[config.mk]
export PLATFORM = sky130hd
export DESIGN_NAME = lru_page_replacement_core
export DESIGN_NICKNAME = d
export VERILOG_FILES = /design/src/lrupr_pkg.sv /design/src/lrupr_ram.sv /design/src/lrupr_ctrl.sv /design/src/lru_page_replacement_core.sv
export SDC_FILE = /design/constraint.sdc
export NUM_CORES = 1
export LEC_CHECK = 0
export BUFFER_PORTS_ARGS = -buffer_cell sky130_fd_sc_hd__buf_2
export CORE_MARGIN = 3
export CORE_UTILIZATION = 45
export CTS_BUF_LIST = sky130_fd_sc_hd__clkbuf_2
export DETAILED_ROUTE_END_ITERATION = 10
export GPL_ROUTABILITY_DRIVEN = 0
export PLACE_DENSITY = 0.67
export SYNTH_ARGS = -nofsm -noshare
export SYNTH_HDL_FRONTEND = slang
export SYNTH_HIERARCHICAL = 1
export SYNTH_SLANG_ARGS = --single-unit
export TNS_END_PERCENT = 1
[constraint.sdc]
create_clock -name clk -period 12.08 [get_ports clk]
set_clock_uncertainty 0.1 [all_clocks]
set_input_delay 3.02 -clock clk [delete_from_list [all_inputs] [get_ports clk]]
set_output_delay 3.02 -clock clk [all_outputs]
set_load 0.005 [all_outputs]
[src/lrupr_pkg.sv]
// Shared types and constants for the LRU page replacement core.
package lrupr_pkg;

	// Fixed field widths of one reference word and one result word.
	localparam int unsigned PAGE_W  = 15;
	localparam int unsigned FRAME_W = 6;
	localparam int unsigned COUNT_W = 16;

	// Sequencer states.
	typedef enum logic [1:0] {
		ST_IDLE,
		ST_SCAN,
		ST_UPDATE
	} lrupr_state_t;

	// Status from the datapath to the sequencer.
	typedef struct packed {
		logic in_fire;
		logic scan_done;
		logic out_free;
	} lrupr_stat_t;

	// Commands from the sequencer to the datapath.
	typedef struct packed {
		logic in_ready;
		logic scan;
		logic commit;
	} lrupr_cmd_t;

endpackage

[src/lrupr_ram.sv]
// Generic single-write, single-read RAM with registered read data.
module lrupr_ram #(
	parameter int unsigned WIDTH = 15,
	parameter int unsigned DEPTH = 8,
	localparam int unsigned AW = (DEPTH > 1) ? $clog2(DEPTH) : 1
) (
	input  logic             clk,
	input  logic             we,
	input  logic [AW-1:0]    waddr,
	input  logic [WIDTH-1:0] wdata,
	input  logic             re,
	input  logic [AW-1:0]    raddr,
	output logic [WIDTH-1:0] rdata
);

	logic [WIDTH-1:0] mem_q [DEPTH];

	// Write port.
	always_ff @(posedge clk) begin
		if (we) begin
			mem_q[waddr] <= wdata;
		end
	end

	// Registered read port.
	always_ff @(posedge clk) begin
		if (re) begin
			rdata <= mem_q[raddr];
		end
	end

endmodule

[src/lrupr_ctrl.sv]
// Sequencer that steps one reference through scan and update.
module lrupr_ctrl
	import lrupr_pkg::*;
(
	input  logic        clk,
	input  logic        arst_n,
	input  lrupr_stat_t stat,
	output lrupr_cmd_t  cmd
);

	lrupr_state_t state_q;
	lrupr_state_t state_d;

	// State register.
	always_ff @(posedge clk or negedge arst_n) begin
		if (!arst_n) begin
			state_q <= ST_IDLE;
		end else begin
			state_q <= state_d;
		end
	end

	// Next state.
	always_comb begin
		state_d = state_q;
		unique case (state_q)
			ST_IDLE: begin
				if (stat.in_fire) begin
					state_d = ST_SCAN;
				end
			end
			ST_SCAN: begin
				if (stat.scan_done) begin
					state_d = ST_UPDATE;
				end
			end
			ST_UPDATE: begin
				if (stat.out_free) begin
					state_d = ST_IDLE;
				end
			end
			default: begin
				state_d = ST_IDLE;
			end
		endcase
	end

	// Outputs.
	always_comb begin
		cmd = '0;
		unique case (state_q)
			ST_IDLE: begin
				cmd.in_ready = 1'b1;
			end
			ST_SCAN: begin
				cmd.scan = 1'b1;
			end
			ST_UPDATE: begin
				cmd.commit = stat.out_free;
			end
			default: begin
				cmd = '0;
			end
		endcase
	end

endmodule

[src/lru_page_replacement_core.sv]
// Scan: a reference is scanned one frame per cycle, ending at the first hit or the last frame; its result word
// is registered on commit in update, and the next reference is taken only once the sequencer is back in idle.
// The single tag comparator walks the frame RAM one entry a cycle, so a reference is finished before the next
// is accepted. A stalled result word holds the core in update.
// Reset: all frames empty, recency order ascending (frame 0 oldest), fault count zero.
// The frame page RAM is not cleared; entries are only used once their valid bit is set.
module lru_page_replacement_core
	import lrupr_pkg::*;
#(
	parameter int unsigned FRAMES = 8
) (
	input  logic               clk,
	input  logic               arst_n,
	input  logic               in_valid,
	output logic               in_ready,
	input  logic [PAGE_W-1:0]  page,
	output logic               out_valid,
	input  logic               out_ready,
	output logic               hit,
	output logic [FRAME_W-1:0] frame,
	output logic               evicted_valid,
	output logic [PAGE_W-1:0]  evicted_page,
	output logic [COUNT_W-1:0] fault_count
);

	localparam int unsigned IDXW = (FRAMES > 1) ? $clog2(FRAMES) : 1;
	localparam int unsigned CNTW = $clog2(FRAMES + 1);
	localparam logic [CNTW-1:0] SCAN_END = CNTW'(FRAMES);
	localparam logic [IDXW-1:0] LAST_IDX = IDXW'(FRAMES - 1);

	lrupr_stat_t stat;
	lrupr_cmd_t  cmd;

	logic [PAGE_W-1:0]  page_q;
	logic [CNTW-1:0]    rd_idx_q;
	logic               cmp_vld_s1;
	logic [IDXW-1:0]    cmp_idx_s1;
	logic               hit_q;
	logic [IDXW-1:0]    hit_frame_q;
	logic               empty_found_q;
	logic [IDXW-1:0]    empty_frame_q;
	logic [IDXW-1:0]    lru_frame_q;
	logic [PAGE_W-1:0]  lru_page_q;
	logic [FRAMES-1:0]  valid_q;
	logic [IDXW-1:0]    rank_q [FRAMES];
	logic [COUNT_W-1:0] faults_q;
	logic               out_valid_q;
	logic               hit_out_q;
	logic [FRAME_W-1:0] frame_out_q;
	logic               ev_valid_out_q;
	logic [PAGE_W-1:0]  ev_page_out_q;
	logic [COUNT_W-1:0] count_out_q;

	logic               in_fire;
	logic               rd_en;
	logic [PAGE_W-1:0]  rd_data;
	logic               cmp_active;
	logic               match_now;
	logic [IDXW-1:0]    sel_frame;
	logic               miss;
	logic               evict;
	logic [COUNT_W-1:0] faults_next;

	// Sequencer.
	lrupr_ctrl u_ctrl (
		.clk    (clk),
		.arst_n (arst_n),
		.stat   (stat),
		.cmd    (cmd)
	);

	// Page tag store, one entry per frame.
	lrupr_ram #(
		.WIDTH (PAGE_W),
		.DEPTH (FRAMES)
	) u_ram (
		.clk   (clk),
		.we    (cmd.commit && miss),
		.waddr (sel_frame),
		.wdata (page_q),
		.re    (rd_en),
		.raddr (rd_idx_q[IDXW-1:0]),
		.rdata (rd_data)
	);

	assign in_ready = cmd.in_ready;
	assign in_fire  = in_valid && cmd.in_ready;
	assign rd_en    = cmd.scan && (rd_idx_q != SCAN_END);

	// The shared comparator sees one frame per cycle, in the cycle after its read address.
	assign cmp_active = cmd.scan && cmp_vld_s1;
	assign match_now  = cmp_active && valid_q[cmp_idx_s1] && (rd_data == page_q);

	assign stat.in_fire   = in_fire;
	assign stat.scan_done = cmp_active && (match_now || (cmp_idx_s1 == LAST_IDX));
	assign stat.out_free  = !out_valid_q || out_ready;

	// Frame chosen for this reference and fault bookkeeping.
	assign miss        = !hit_q;
	assign evict       = miss && !empty_found_q;
	assign faults_next = miss ? (faults_q + COUNT_W'(1)) : faults_q;

	always_comb begin
		priority if (hit_q) begin
			sel_frame = hit_frame_q;
		end else if (empty_found_q) begin
			sel_frame = empty_frame_q;
		end else begin
			sel_frame = lru_frame_q;
		end
	end

	// Reference capture and scan address counter.
	always_ff @(posedge clk) begin
		if (in_fire) begin
			page_q   <= page;
			rd_idx_q <= '0;
		end else if (rd_en) begin
			rd_idx_q <= rd_idx_q + CNTW'(1);
		end
		cmp_idx_s1 <= rd_idx_q[IDXW-1:0];
	end

	always_ff @(posedge clk or negedge arst_n) begin
		if (!arst_n) begin
			cmp_vld_s1 <= 1'b0;
		end else begin
			cmp_vld_s1 <= rd_en;
		end
	end

	// Scan results: matching frame, lowest empty frame, least recent frame and its page.
	always_ff @(posedge clk) begin
		if (in_fire) begin
			hit_q         <= 1'b0;
			empty_found_q <= 1'b0;
		end else if (cmp_active) begin
			if (match_now) begin
				hit_q       <= 1'b1;
				hit_frame_q <= cmp_idx_s1;
			end
			if (!valid_q[cmp_idx_s1] && !empty_found_q) begin
				empty_found_q <= 1'b1;
				empty_frame_q <= cmp_idx_s1;
			end
			if (rank_q[cmp_idx_s1] == '0) begin
				lru_frame_q <= cmp_idx_s1;
				lru_page_q  <= rd_data;
			end
		end
	end

	// Frame valid bits, recency ranks and the fault counter.
	always_ff @(posedge clk or negedge arst_n) begin
		if (!arst_n) begin
			valid_q  <= '0;
			faults_q <= '0;
			for (int i = 0; i < FRAMES; i++) begin
				rank_q[i] <= IDXW'(i);
			end
		end else if (cmd.commit) begin
			valid_q[sel_frame] <= 1'b1;
			faults_q           <= faults_next;
			for (int i = 0; i < FRAMES; i++) begin
				if (IDXW'(i) == sel_frame) begin
					rank_q[i] <= LAST_IDX;
				end else if (rank_q[i] > rank_q[sel_frame]) begin
					rank_q[i] <= rank_q[i] - IDXW'(1);
				end
			end
		end
	end

	// Output word register.
	always_ff @(posedge clk or negedge arst_n) begin
		if (!arst_n) begin
			out_valid_q <= 1'b0;
		end else if (cmd.commit) begin
			out_valid_q <= 1'b1;
		end else if (out_ready) begin
			out_valid_q <= 1'b0;
		end
	end

	always_ff @(posedge clk) begin
		if (cmd.commit) begin
			hit_out_q      <= hit_q;
			frame_out_q    <= FRAME_W'(sel_frame);
			ev_valid_out_q <= evict;
			ev_page_out_q  <= evict ? lru_page_q : '0;
			count_out_q    <= faults_next;
		end
	end

	assign out_valid     = out_valid_q;
	assign hit           = hit_out_q;
	assign frame         = frame_out_q;
	assign evicted_valid = ev_valid_out_q;
	assign evicted_page  = ev_page_out_q;
	assign fault_count   = count_out_q;

endmodule
==> impl_table.tex <==
\begin{tabular}{lr}
\hline
Metric & Value \\
\hline
\multicolumn{2}{l}{\textbf{Status}} \\
\quad Run status & finished clean \\
\multicolumn{2}{l}{\textbf{Timing}} \\
\quad Final WS setup & 7.373 ns \\
\quad Achievable clock frequency & 0.2125 GHz \\
\quad Final period demand of the worst path & 4.707 ns \\
\quad Slew Viols, Final & 0 \\
\quad Final-report setup violation count & 0 \\
\quad Transition at the pin with the smallest max-transition slack & 1.034 ns \\
\quad RSZ-0062 raised after global routing & no \\
\quad Hold Slack & 0.3311 ns \\
\quad Worst slew margin relative to its limit & 0.3108 \\
\quad Final cycle utilization of the critical path & 0.3896 \\
\quad Final setup TNS & 0 ns \\
\quad Final hold viol count & 0 \\
\multicolumn{2}{l}{\textbf{Layout}} \\
\quad Post-Route Utilization & 0.5152 \\
\quad Most frequent standard cell in the layout excluding fill and tap cells & sky130\_fd\_sc\_hd\_\_edfxtp\_1 \\
\quad Count of placed standard cells in the final layout, fillers left out & 1268 \\
\quad Share of layout cells above drive strength 1 & 0.2615 \\
\quad Post-synthesis to final-layout area growth & 10.95\% \\
\quad Fillcell total & 2177 \\
\quad Top library cells by usage in the layout, fill and taps aside & sky130\_fd\_sc\_hd\_\_edfxtp\_1 (210), sky130\_fd\_sc\_hd\_\_clkbuf\_2 (110), sky130\_fd\_sc\_hd\_\_buf\_2 (56), sky130\_fd\_sc\_hd\_\_nand2\_1 (49), sky130\_fd\_sc\_hd\_\_nor2\_1 (41) \\
\quad Net count reported at finish & 930 \\
\quad Post-route standard cell area excluding fillers & 0.01316 sq mm \\
\multicolumn{2}{l}{\textbf{Setup path}} \\
\quad Kind of critical path & reg -> out \\
\quad CP arrival & 1.59 ns \\
\quad Ordered list of cells on the worst path & nor2\_1 > buf\_2 \\
\quad Register-to-register setup slack & 7.56 ns \\
\quad Worst-path maximum fanout & 5 \\
\quad Critical path launch point & u\_ctrl/state\_q[1] \\
\quad Number of buffers and inverters on the critical path & 1 \\
\quad Start of the worst register-to-register path & hit\_q \\
\quad Slowest-stage cell, CP & sky130\_fd\_sc\_hd\_\_dfrtp\_1 \\
\quad Category of cells accounting for the largest share of critical-path delay & flip-flops \\
\quad Worst stage delay on the critical path & 0.44 ns \\
\quad Worst path depth & 2 \\
\quad Startpoint types & flip-flop \\
\quad Crit path required time & 8.96 ns \\
\quad Setup crit end & in\_ready \\
\quad CP endpoint kind & primary output \\
\quad Worst R2R End & rank\_q[17] \\
\quad Worst Reg2Reg Path Length in Cells & 10 \\
\multicolumn{2}{l}{\textbf{Logic synthesis}} \\
\quad Number of flops mapped to enable cells by yosys & 210 \\
\quad Ranking of synthesized cells by area & sky130\_fd\_sc\_hd\_\_edfxtp\_1 (53\%), sky130\_fd\_sc\_hd\_\_dfrtp\_1 (8.4\%), sky130\_fd\_sc\_hd\_\_mux4\_1 (6.6\%) \\
\quad Yosys synthesis warning count & 6 \\
\quad Flip-flop and latch count after synthesis & 271 \\
\quad Post-Syn Area per Cell & 15.38 sq um \\
\quad Predominant post-synthesis flop cell & sky130\_fd\_sc\_hd\_\_edfxtp\_1 \\
\quad Yosys top cell by area & sky130\_fd\_sc\_hd\_\_edfxtp\_1 \\
\quad Sequential fraction of the synthesis area & 0.6578 \\
\quad Cell count after synthesis & 771 \\
\quad Share of async-settable or async-resettable flops after synthesis & 0.1919 \\
\quad Post-synth top area share & 0.5316 \\
\quad Netlist cell types & 72 \\
\quad Post-synth design cell area & 0.01186 sq mm \\
\multicolumn{2}{l}{\textbf{Placed design}} \\
\quad Placement Setup Slack & 6.681 ns \\
\quad \# port buffers & 56 \\
\quad Placed Cells & 1139 \\
\quad Area after DPL & 0.01248 sq mm \\
\quad Post-detail-place hpwl & 14.83 mm \\
\multicolumn{2}{l}{\textbf{Run}} \\
\quad Max-cap viol count & 0 \\
\multicolumn{2}{l}{\textbf{Clocking}} \\
\quad H-tree depth reported by CTS & 3 \\
\quad Number of post-CTS setup repair buffers & 0 \\
\quad Sinks on the clock net & 271 \\
\quad Number of buffers on the longest clock path & 3 \\
\quad TritonCTS clock tree & done \\
\quad Source-to-sink clock delay at the later pin of the worst-skew pair & 0.84 ns \\
\quad Number of gates given a new drive strength after cts & 0 \\
\quad Clock Root Buffer & sky130\_fd\_sc\_hd\_\_clkbuf\_2 \\
\quad Worst-path clk slew & 0.11 ns \\
\quad Number of buffers added by the clock tree synthesis step & 73 \\
\quad Number of buffers added to fix hold violations after cts & 0 \\
\multicolumn{2}{l}{\textbf{Detailed routing}} \\
\quad Antenna-violating nets left & 0 \\
\quad Number of iterations in the first detailed-routing pass & 4 \\
\quad Remaining design rule violation count & 0 \\
\quad Avg Vias per Cell & 5.442 \\
\quad WL/cell & 18.64 um \\
\quad Overall via count from detail\_route & 6901 \\
\quad Detailed-route wire length & 23.64 mm \\
\quad Detailed Route Iter0 Violations & 514 \\
\multicolumn{2}{l}{\textbf{Power and ir drop}} \\
\quad PwrDens & 205.9 mW/mm\^{}2 \\
\quad Tot Pwr & 2.709 mW \\
\quad Portion of total power attributed to combinational logic & 0.272 \\
\quad Pleak & 5.148 nW \\
\quad Share of total power in the clock network & 0.233 \\
\quad Sequential share of power & 0.495 \\
\quad Sw Share & 0.3392 \\
\quad Internal power & 1.790 mW \\
\quad Highest ir drop seen on vdd & 0.00007907 V \\
\quad Net switching power of the design & 0.9190 mW \\
\multicolumn{2}{l}{\textbf{Global route}} \\
\quad Via count of the first global-routing pass & 7069 \\
\quad All-Layer GR Usage & 0.1690 \\
\quad Largest net degree at the start of global routing & 85 \\
\quad Grt ovf & 0 \\
\quad Number of antenna violations at the first check in global routing & 1 \\
\quad First-pass GRT wire length & 37.54 mm \\
\multicolumn{2}{l}{\textbf{Hold path}} \\
\quad Class of the worst hold path & reg -> reg \\
\quad Hold-critical path depth & 0 \\
\multicolumn{2}{l}{\textbf{Floorplan}} \\
\quad Die Y & 168.4 um \\
\quad Die outline area & 0.02834 sq mm \\
\quad Count of pins on the block boundary & 60 \\
\quad Standard-cell row count & 58 \\
\quad Overall die width & 168.4 um \\
\quad Initial core utilization & 0.4643 \\
\quad Standard cell core area & 0.02554 sq mm \\
\hline
\end{tabular}
==> cell families (layout without fill, tap and decap cells) <==
| group | after synthesis | after routing | synth area share |
|---|---|---|---|
| adders and majority gates | 27 | 27 | 0.02848 |
| xor gates and xnor gates | 48 | 48 | 0.03544 |
| other | 1 | 4 | 0.0003162 |
| muxes | 68 | 68 | 0.1072 |
| DFF | 271 | 271 | 0.6578 |
| and+or+nand+nor | 189 | 189 | 0.08038 |
| AOI/OAI and AO/OA | 105 | 105 | 0.06509 |
| buffers and inverters | 62 | 226 | 0.02532 |
==> flip-flops by register name (all words and copies together), names as in the netlist <==
| name | cells |
|---|---|
| rd_idx_q | 4 |
| frame | 3 |
| faults_q | 16 |
| rank_q | 24 |
| evicted_page | 15 |
| hit | 1 |
| u_ram/mem_q | 120 |
| out_valid | 1 |
| evicted_valid | 1 |
| cmp_vld_s1 | 1 |
| u_ram/rdata | 15 |
| empty_found_q | 1 |
| lru_page_q | 15 |
| hit_q | 1 |
| lru_frame_q | 3 |
| hit_frame_q | 3 |
| valid_q | 8 |
| cmp_idx_s1 | 3 |
| fault_count | 16 |
| u_ctrl/state_q | 2 |
| empty_frame_q | 3 |
| page_q | 15 |
==> per-layer routing <==
layer | routed length [um] | GRT usage | vias to the layer above | part of all wire
met5 | 0 | 0 | - | 0
met4 | 685 | 0.07542 | 0 | 0.029
li1 | - | - | 3241 | -
met1 | 10970 | 0.2345 | 3408 | 0.46
met3 | 1173 | 0.03874 | 56 | 0.050
met2 | 10810 | 0.2570 | 196 | 0.46
==> synth_stat cells (11+ instances only) <==
cell type                  instances
sky130_fd_sc_hd__dfstp_2          12
sky130_fd_sc_hd__a211oi_1         11
sky130_fd_sc_hd__o21ai_0          13
sky130_fd_sc_hd__xor2_1           23
sky130_fd_sc_hd__nor3_1           13
sky130_fd_sc_hd__xnor2_1          25
sky130_fd_sc_hd__nand3_1          12
sky130_fd_sc_hd__edfxtp_1        210
sky130_fd_sc_hd__clkbuf_1         15
sky130_fd_sc_hd__nor2_1           42
sky130_fd_sc_hd__and3_1           15
sky130_fd_sc_hd__mux2i_1          13
sky130_fd_sc_hd__nand2_1          49
sky130_fd_sc_hd__and2_1           15
sky130_fd_sc_hd__inv_1            28
sky130_fd_sc_hd__o21ai_1          12
sky130_fd_sc_hd__mux4_1           30
sky130_fd_sc_hd__ha_1             27
sky130_fd_sc_hd__dfrtp_1          40
sky130_fd_sc_hd__mux2_2           18
==> cell type report <==
type	instances	area, sq um	area share
tap	330	412.9	0.03137
antenna	1	2.502	0.0001902
inverter	30	112.6	0.008557
clock inverter	18	122.6	0.009317
sequential	271	7805	0.5931
multi-input combinational	440	3784	0.2875
timing repair buffer	68	370.4	0.02814
clock buffer	110	550.5	0.04183
==> power by group through the flow <==
stage	Clock [mW]	Combinational (mW)	Sequential, mW
CTS	0.661	0.740	1.34
global placement	0	0.725	1.36
global route	0.717	0.815	1.36
detailed placement	0	0.738	1.36
finish	0.632	0.737	1.34
floorplan	0	0.642	1.26
==> how the worst min path moves through the flow <==
| stage | startpoint | to | slack [ns] |
|---|---|---|---|
| 6_report | u_ram/rdata[7] | lru_page_q[7] | 0.33 |
| 5_1_grt | valid_q[1] | valid_q[1] | 0.39 |
| 4_1_cts | u_ram/rdata[7] | lru_page_q[7] | 0.33 |
| 3_5_place_dp | valid_q[7] | valid_q[7] | 0.34 |
| 3_3_place_gp | valid_q[7] | valid_q[7] | 0.34 |
| 2_1_floorplan | rd_idx_q[1] | cmp_idx_s1[1] | 0.29 |
Power figures use the tool's default switching activity.
